--- src/hdl/lsr_pkg.sv ---
// Package for the LIFO stack with reverse: depth, derived widths, command and
// status codes, controller states and the address mapping function.
// No dependencies.
package lsr_pkg;

    localparam int DEPTH = 16;
    localparam int AW    = (DEPTH > 1) ? $clog2(DEPTH) : 1;
    localparam int CW    = $clog2(DEPTH + 1);
    localparam int DW    = 32;

    typedef enum logic [2:0] {
        OP_PUSH    = 3'd0,
        OP_POP     = 3'd1,
        OP_PEEK    = 3'd2,
        OP_DISPLAY = 3'd3,
        OP_REVERSE = 3'd4
    } t_opcode;

    typedef enum logic [1:0] {
        ST_OK    = 2'd0,
        ST_FULL  = 2'd1,
        ST_EMPTY = 2'd2
    } t_status;

    typedef enum logic [1:0] {
        S_IDLE,
        S_READ,
        S_DISP
    } t_state;

    // Map a logical position (0 = bottom) to a RAM address.
    function automatic logic [AW-1:0] f_phys(input logic [AW-1:0] base,
                                             input logic [AW-1:0] pos,
                                             input logic          dir);
        logic [AW:0] s;
        if (!dir) begin
            s = {1'b0, base} + {1'b0, pos};
            if (s >= (AW+1)'(DEPTH)) begin
                s = s - (AW+1)'(DEPTH);
            end
        end else begin
            if (base >= pos) begin
                s = {1'b0, base} - {1'b0, pos};
            end else begin
                s = {1'b0, base} + (AW+1)'(DEPTH) - {1'b0, pos};
            end
        end
        return s[AW-1:0];
    endfunction

endpackage

--- src/hdl/lsr_ram.sv ---
// Generic simple dual-port RAM: one write port, one read port, registered read.
// No dependencies.
module lsr_ram #(
    parameter int WIDTH = 32,
    parameter int DEPTH = 16,
    parameter int AW    = (DEPTH > 1) ? $clog2(DEPTH) : 1
) (
    input  logic             i_clk,
    input  logic             i_we,
    input  logic [AW-1:0]    i_waddr,
    input  logic [WIDTH-1:0] i_wdata,
    input  logic             i_re,
    input  logic [AW-1:0]    i_raddr,
    output logic [WIDTH-1:0] o_rdata
);

    logic [WIDTH-1:0] r_mem [DEPTH];
    logic [WIDTH-1:0] r_rdata;

    always_ff @(posedge i_clk) begin
        if (i_we) begin
            r_mem[i_waddr] <= i_wdata;
        end
        if (i_re) begin
            r_rdata <= r_mem[i_raddr];
        end
    end

    assign o_rdata = r_rdata;

endmodule

--- src/hdl/lifo_stack_with_reverse_unit.sv ---
// Top level of the LIFO stack with reverse: controller, counters, output register.
// Depends on lsr_pkg and lsr_ram.
//
// A bounded stack of DEPTH signed 32-bit words held in one RAM with a registered
// read. Push, a full or empty status, and reverse are answered from the idle state;
// reverse is constant time because it moves the base address to the old top and
// flips the walking direction instead of moving words. Pop and peek go through
// the read state to wait for the registered RAM read. Display of n words yields one
// word per cycle through the single RAM read port while the output is not stalled.
// One command is in flight at a time; the next is taken only once the previous one
// has placed its last result in the output register and that register is empty or
// being read in the same cycle, so a result held downstream stalls the input. The
// RAM needs no clearing after reset: the entry count guards every read.
module lifo_stack_with_reverse_unit import lsr_pkg::*; (
    input  logic                 i_clk,
    input  logic                 i_rst_n,
    input  logic                 i_valid,
    output logic                 o_stall,
    input  logic [2:0]           i_opcode,
    input  logic signed [DW-1:0] i_value,
    output logic                 o_valid,
    input  logic                 i_stall,
    output logic [1:0]           o_status,
    output logic signed [DW-1:0] o_data,
    output logic                 o_last
);

    t_state           r_state,    n_state;
    logic [CW-1:0]    r_count,    n_count;
    logic [AW-1:0]    r_base,     n_base;
    logic             r_dir,      n_dir;
    logic [AW-1:0]    r_idx,      n_idx;
    logic             r_pop,      n_pop;
    logic             r_o_valid,  n_o_valid;
    t_status          r_o_status, n_o_status;
    logic [DW-1:0]    r_o_data,   n_o_data;
    logic             r_o_last,   n_o_last;

    logic             ram_we;
    logic [AW-1:0]    ram_waddr;
    logic             ram_re;
    logic [AW-1:0]    ram_raddr;
    logic [DW-1:0]    ram_rdata;

    logic             out_free;
    logic             in_acc;
    logic             is_empty;
    logic             is_full;
    logic [AW-1:0]    top_pos;

    lsr_ram #(
        .WIDTH(DW),
        .DEPTH(DEPTH)
    ) u_ram (
        .i_clk  (i_clk),
        .i_we   (ram_we),
        .i_waddr(ram_waddr),
        .i_wdata(i_value),
        .i_re   (ram_re),
        .i_raddr(ram_raddr),
        .o_rdata(ram_rdata)
    );

    assign out_free = !r_o_valid || !i_stall;
    assign o_stall  = (r_state != S_IDLE) || !out_free;
    assign in_acc   = i_valid && !o_stall;
    assign is_empty = (r_count == '0);
    assign is_full  = (r_count == CW'(DEPTH));
    assign top_pos  = AW'(r_count - CW'(1));

    assign o_valid  = r_o_valid;
    assign o_status = r_o_status;
    assign o_data   = r_o_data;
    assign o_last   = r_o_last;

    always_ff @(posedge i_clk) begin
        if (!i_rst_n) begin
            r_state   <= S_IDLE;
            r_count   <= '0;
            r_base    <= '0;
            r_dir     <= 1'b0;
            r_o_valid <= 1'b0;
        end else begin
            r_state   <= n_state;
            r_count   <= n_count;
            r_base    <= n_base;
            r_dir     <= n_dir;
            r_o_valid <= n_o_valid;
        end
        r_idx      <= n_idx;
        r_pop      <= n_pop;
        r_o_status <= n_o_status;
        r_o_data   <= n_o_data;
        r_o_last   <= n_o_last;
    end

    always_comb begin
        n_state    = r_state;
        n_count    = r_count;
        n_base     = r_base;
        n_dir      = r_dir;
        n_idx      = r_idx;
        n_pop      = r_pop;
        n_o_valid  = r_o_valid && i_stall;
        n_o_status = r_o_status;
        n_o_data   = r_o_data;
        n_o_last   = r_o_last;
        ram_we     = 1'b0;
        ram_waddr  = f_phys(r_base, AW'(r_count), r_dir);
        ram_re     = 1'b0;
        ram_raddr  = f_phys(r_base, top_pos, r_dir);

        case (r_state)
            S_IDLE: begin
                if (in_acc) begin
                    n_o_status = ST_OK;
                    n_o_data   = '0;
                    n_o_last   = 1'b1;
                    case (i_opcode)
                        OP_PUSH: begin
                            n_o_valid = 1'b1;
                            if (is_full) begin
                                n_o_status = ST_FULL;
                            end else begin
                                ram_we  = 1'b1;
                                n_count = r_count + CW'(1);
                            end
                        end
                        OP_POP, OP_PEEK: begin
                            if (is_empty) begin
                                n_o_valid  = 1'b1;
                                n_o_status = ST_EMPTY;
                            end else begin
                                ram_re  = 1'b1;
                                n_pop   = (i_opcode == OP_POP);
                                n_state = S_READ;
                            end
                        end
                        OP_DISPLAY: begin
                            if (is_empty) begin
                                n_o_valid  = 1'b1;
                                n_o_status = ST_EMPTY;
                            end else begin
                                ram_re  = 1'b1;
                                n_idx   = top_pos;
                                n_state = S_DISP;
                            end
                        end
                        OP_REVERSE: begin
                            n_o_valid = 1'b1;
                            if (is_empty) begin
                                n_o_status = ST_EMPTY;
                            end else begin
                                n_base = f_phys(r_base, top_pos, r_dir);
                                n_dir  = !r_dir;
                            end
                        end
                        default: begin
                            n_o_valid = r_o_valid && i_stall;
                        end
                    endcase
                end
            end
            S_READ: begin
                if (out_free) begin
                    n_o_valid  = 1'b1;
                    n_o_status = ST_OK;
                    n_o_data   = ram_rdata;
                    n_o_last   = 1'b1;
                    if (r_pop) begin
                        n_count = r_count - CW'(1);
                    end
                    n_state = S_IDLE;
                end
            end
            S_DISP: begin
                ram_raddr = f_phys(r_base, r_idx - AW'(1), r_dir);
                if (out_free) begin
                    n_o_valid  = 1'b1;
                    n_o_status = ST_OK;
                    n_o_data   = ram_rdata;
                    n_o_last   = (r_idx == '0);
                    if (r_idx == '0) begin
                        n_state = S_IDLE;
                    end else begin
                        ram_re = 1'b1;
                        n_idx  = r_idx - AW'(1);
                    end
                end
            end
            default: begin
                n_state = S_IDLE;
            end
        endcase
    end

    a_count_bound: assert property (@(posedge i_clk) disable iff (!i_rst_n)
        r_count <= CW'(DEPTH))
        else $error("entry count above depth");

    a_push_grows: assert property (@(posedge i_clk) disable iff (!i_rst_n)
        (in_acc && i_opcode == OP_PUSH && !is_full) |=> (r_count == $past(r_count) + CW'(1)))
        else $error("accepted push did not grow the stack");

    a_disp_nonempty: assert property (@(posedge i_clk) disable iff (!i_rst_n)
        (r_state == S_DISP || r_state == S_READ) |-> !is_empty)
        else $error("memory read on an empty stack");

    a_disp_last: assert property (@(posedge i_clk) disable iff (!i_rst_n)
        (r_state == S_DISP && out_free && r_idx != '0) |=> (r_state == S_DISP && !r_o_last))
        else $error("display ended early");

endmodule

--- config.mk ---
export PLATFORM = sky130hd
export DESIGN_NAME = lifo_stack_with_reverse_unit
export DESIGN_NICKNAME = d
export VERILOG_FILES = /design/src/hdl/lsr_pkg.sv /design/src/hdl/lsr_ram.sv /design/src/hdl/lifo_stack_with_reverse_unit.sv
export SDC_FILE = /design/constraint.sdc
export NUM_CORES = 1
export LEC_CHECK = 0
export BUFFER_PORTS_ARGS = -buffer_cell sky130_fd_sc_hd__buf_2
export CORE_ASPECT_RATIO = 1.4
export CORE_MARGIN = 8
export CORE_UTILIZATION = 60
export CTS_CLUSTER_DIAMETER = 150
export DETAILED_ROUTE_END_ITERATION = 10
export GPL_TIMING_DRIVEN = 1
export PLACE_DENSITY = 0.77
export SKIP_CTS_REPAIR_TIMING = 1
export SLEW_MARGIN = 20
export SYNTH_ARGS = -nofsm -noshare
export SYNTH_HDL_FRONTEND = slang
export SYNTH_SLANG_ARGS = --single-unit
export TNS_END_PERCENT = 10
--- constraint.sdc ---
create_clock -name i_clk -period 7.3 [get_ports i_clk]
set_clock_uncertainty 0.2 [all_clocks]
set_input_delay 0.73 -clock i_clk [delete_from_list [all_inputs] [get_ports i_clk]]
set_output_delay 0.73 -clock i_clk [all_outputs]
set_load 0.1 [all_outputs]
Word level (Yosys, flattened, before mapping):

Memory sizes are Yosys's and may differ from the RTL's. A register that Yosys moved wholly into a read port is not among the register bits.
Cells that the tools add are included.

* flip-flop bits (word level): 53
* bits in writable memories: 512
* bits of input ports: 39
* output and inout bits: 37
* logic and storage cells: 144
* memories kept: 1

Memory list
* u_ram.r_mem: depth 16, width 32, rd ports 1, clocked after memory_dff 1, wr ports 1, RTL line lsr_ram.sv:17 `logic [WIDTH-1:0] r_mem [DEPTH];`

* add/subtract/negate cells: 16
* magnitude comparators: 6
* equality and inequality tests: 21
* mux-type cells: 59
* bitwise operators: 1
* reductions and logical operators: 30

Operator list (count)
* $mux W32: 2
* $pmux W32 S2: 1
* $mux W4: 15
* $mux W5: 5
* $sub A4 B4 Y4: 6
* $mux W1: 18
* $mux W2: 8
* $ne A2 B2 Y1 const B: 8
* $sub A4 B1 Y4 const B: 4
* $add A4 B4 Y5: 3
* $ge A5 B5 Y1 const B: 3
* $ge A4 B4 Y1: 3
* $pmux W2 S2: 3
* $reduce_and A4 Y1: 3
* $reduce_and A6 Y1: 2
* $pmux W5 S2: 1
* $pmux W4 S2: 1
* $reduce_bool A2 Y1: 4
* $reduce_and A7 Y1: 1
* $eq A3 B2 Y1 const B: 2
* $ne A2 B1 Y1 const B: 3
* $ne A3 B3 Y1 const B: 2
* $pmux W1 S2: 3
* $pmux W2 S3: 1
* other kinds (23): 31

Depth between registers and ports, before layout:

* depth after elaboration: 10
* depth in mapped cells: 14

Modules after synthesis:

From an unflattened synthesis, not the netlist that was laid out.

* cells, all modules: 1105
* area total of the unflattened synthesis: 23154.7 um^2

By module, submodules not included
* lsr_ram: instances 1, cells an instance 838, area each 20155.6 um^2, seq. area each 16335.7 um^2
* lifo_stack_with_reverse_unit: instances 1, cells an instance 267, area each 2999.1 um^2, seq. area each 1461.4 um^2

Worst setup path after synthesis:

Ideal clock, no wire load.

* path kind: reg-to-reg
* start point: reg r_count[0]
* end point: reg u_ram.r_rdata[0], in the netlist u_ram.o_rdata[0], read port of u_ram.r_mem, enable pin
* data arrival time: 3.808 ns
* data required time: 6.628 ns
* slack: 2.820 ns
* stages on the path, launching flop included: 8
* path buffers: 1
* path through: dfxtp_1 > buf_2 > inv_1 > ha_1 > nor3b_1 > nand2b_1 > nand4_1 > o32ai_1

RTL lines
* from (decl): RTL line lifo_stack_with_reverse_unit.sv:29 `logic [CW-1:0] r_count, n_count;`
* from (signal assigned): RTL line lifo_stack_with_reverse_unit.sv:85 `r_count <= n_count;`
* $logic_not A5 Y1: RTL line lifo_stack_with_reverse_unit.sv:67 `assign is_empty = (r_count == '0);`
* $mux W1: RTL line lifo_stack_with_reverse_unit.sv:130, lifo_stack_with_reverse_unit.sv:140
* $mux W1
* $mux W1: RTL line lifo_stack_with_reverse_unit.sv:115 `if (in_acc) begin`
* $pmux W1 S2: RTL line lifo_stack_with_reverse_unit.sv:113 `case (r_state)`
* net ram_re: RTL line lifo_stack_with_reverse_unit.sv:41 `logic ram_re;`
* to (decl): RTL line lsr_ram.sv:18 `logic [WIDTH-1:0] r_rdata;`

The timed path passes the listed nets, and every way through them passes these cells.
A chain may end at the register's enable or synchronous reset.

Worst setup path after layout:

* start point: reg r_count[0]
* end point: reg u_ram.r_rdata[9], in the netlist u_ram.o_rdata[9], read port of u_ram.r_mem (data pin)

* longest elaborated chain between the ends: 6

Ends and longest elaborated chain
* $sub A5 B1 Y5
* $add A4 B4 Y5: RTL line lsr_pkg.sv:37 `s = {1'b0, base} + {1'b0, pos};`
* $sub A4 B1 Y4 / $ge A5 B5 Y1 (equally long branches): RTL line lsr_pkg.sv:39, lsr_pkg.sv:38
* $mux W4: RTL line lsr_pkg.sv:38 `if (s >= (AW+1)'(DEPTH)) begin`
* $mux W4: RTL line lsr_pkg.sv:36 `if (!dir) begin`
* $mux W4: RTL line lifo_stack_with_reverse_unit.sv:113

Parallel ways exist; a longest one is shown, timed or not.

==> metrics.txt <==
Overall Power 9.908 mW; CTS root buf clkbuf_16; Clock Latency Late Sink 0.58 ns; Reg clk slew, reported paths 0.07 ns; Synth Register Bits 597; startpoint types flop; met3 usage 3.409%; Fin. Hold Viols 0; highest clock rate 205.2 MHz; final worst path period need 4.874 ns; CTS Sinks 597; commonest cells after routing, fill and taps aside edfxtp_1 (584), nand2_1 (333), buf_2 (75); worst slew pin tran 1.036 ns; Num CTS Buffers 53; worst rel slew slack 29.43%; final setup fails 0; Worst Hold Class input port to flop; top-area cell type share of the netlist area 73.31%; Iter 0 DRT Violations 1158; prevailing post-synth register cell edfxtp_1; share of layout cells above drive strength 1 16.52%; Final Wtd Congestion 0.8096; CP arrival 5.10 ns; largest net degree at the start of global routing 129; Vias 13260; status finished, final reports clean; Post-synth ARST share 0%; first-pass GRT wire length 78.74 mm; Die Y 252.3 um; met2 Usage GRT 38.23%; vias in the first global route 13730; Avg WL per Cell 24.01 um; post-DP HPWL 26.70 mm; Post-Syn Area 0.02392 mm2; Post-route DRC 0; Slew Limit Fails 0; IO buf count 75; Cell Pwr Density 371.1 mW/mm2; final wirelength 51.81 mm; htree depth 2; drt first pass iters 6; most common cell after layout, fill and taps aside edfxtp_1; Final ANT Viol Nets 0; post-synthesis sequential area ratio 74.40%; Die W 184.8 um; setup total negative slack 0 ns; Worst setup EP type flop; ranking of synthesized cells by area edfxtp_1 (73%), mux4_2 (6.0%), nand2_1 (5.2%); Mean Syn Cell Area 15.79 um2; main combinational cell family by area after synthesis simple AND/OR/NAND/NOR gates; die area 0.04661 mm2; Area growth syn-to-layout 11.60%; Compound-Gate Fraction of Synth Area 2.960%; Overflow after GRT 0; Core Rows 86; Critical Path RT 7.53 ns; RSZ-0062 raised after global routing false; critical path fanouts, max 90; Nets 1648; Post-Syn Instances 1515; vias per inst 6.142; Yosys warnings 0; post-synthesis simple-gate area fraction 10.51%; I/O Pins 76; MaxCap Viol Count 0; Distinct cells, synth 49; Crit Path Category flop to flop; EDFF count, synth 584; Longest Clk Path Bufs 3; CTS tree yes; initial core utilization 60.74%; Synth Area in XOR/XNOR 1.046%; post-synthesis adder-cell area fraction 1.193%; Mapped Nets 1575; M1 GR Usage 28.65%; Core Box Area 0.03938 mm2; Util after Layout 67.79%; aggregate global-route resource usage 22.42%; mux cell area share after synthesis 8.118%; GRT busiest layer met2; initial antenna violation count 2; cell accounting for the most synthesized area edfxtp_1; peak supply drop 0.0004409 V; Tcrit/Tclk final 66.76%; LEAKAGE 9.171 nW; worst hold slack 0.2992 ns
==> registers in the layout, indices dropped and copies added (netlist names) <==
name	count
r_idx	4
o_status	2
o_valid	1
o_data	32
u_ram.r_mem	512
o_last	1
r_dir	1
r_pop	1
r_count	5
r_state	2
u_ram.o_rdata	32
r_base	4
==> worst max-delay path: stages (launching register included) <==
cell and delay (ns):
dfxtp_1 0.58, inv_1 0.15, ha_1 0.41, xnor2_1 0.19, fa_1 0.59, mux2_4 0.87
buf_4 0.75, nand2_1 0.13, and3_1 0.19, a311oi_1 0.32, a31oi_1 0.09, mux2i_1 0.18
==> kinds of logic after synthesis <==
group,count (synthesis)
fa+ha+maj,21
flops,597
buf+inv,102
simple gates,559
mux,111
xor+xnor,27
compound gates,98
==> path summary, 6_finish.rpt <==
check / cells past startpoint / end / slack [ns] / startpoint
worst max-delay path: 11 / u_ram.o_rdata[9]$_DFFE_PP_ / 2.43 / r_count[0]$_SDFFE_PN0P_
worst min-delay path: 2 / r_pop$_DFFE_PP_ / 0.30 / i_opcode[1]
worst max register to register: 11 / u_ram.o_rdata[9]$_DFFE_PP_ / 2.43 / r_count[0]$_SDFFE_PN0P_
worst min register to register: 2 / r_count[4]$_SDFFE_PN0P_ / 0.31 / r_count[4]$_SDFFE_PN0P_
==> power by group <==
part	leakage [nW]	total, mW	switching [mW]	internal (mW)
Clock	0.824	2.74	1.19	1.55
Sequential	5.39	3.99	0.0316	3.96
Combinational	2.96	3.18	2.07	1.11
==> stage by stage <==
step | cells | worst slack (ns) | instance area (um2)
CTS | 2156 | 2.476 | 26690
detailed placement | 2061 | 2.521 | 25010
global placement | 2061 | 2.760 | 25010
global route | 2157 | 2.155 | 26690
floorplan | 1515 | 2.820 | 23920
finish | 2158 | 2.426 | 26700
==> per-layer routing <==
| metal | part of all wire (%) | vias up | wire, um |
|---|---|---|---|
| met4 | 3.1 | 0 | 1629 |
| met3 | 7.5 | 127 | 3901 |
| met5 | 0 | - | 0 |
| met2 | 51 | 630 | 26410 |
| li1 | - | 5843 | - |
| met1 | 38 | 6655 | 19870 |
==> synthesized netlist by cell type (3+ instances only) <==
cell,count
xnor2_1,15
buf_2,19
ha_1,18
xor2_1,11
buf_1,4
fa_1,3
mux2i_1,41
o211a_1,4
o21ai_0,7
nor3_1,4
a31oi_1,33
nand2b_1,4
or3_1,4
inv_1,18
nor3b_1,3
clkbuf_1,56
and2_1,37
nor2_1,34
nor2b_1,5
edfxtp_1,584
a21boi_1,3
mux2_2,3
nand3_1,67
and3_1,32
dfxtp_1,13
a21oi_1,9
mux4_2,64
nand2_1,333
a311oi_1,32
and2_0,30
buf_4,5
==> layout make-up <==
cell class	instances	area, um2
Fill cell	2559	12690
Clock buffer	62	1360
Clock inverter	33	325.3
Multi-Input combinational cell	816	5889
Tap cell	528	660.6
Antenna cell	2	5.005
Inverter	18	67.56
Sequential cell	597	17800
Timing Repair Buffer	102	590.6
No activity file was read; power rests on OpenSTA's default activity.
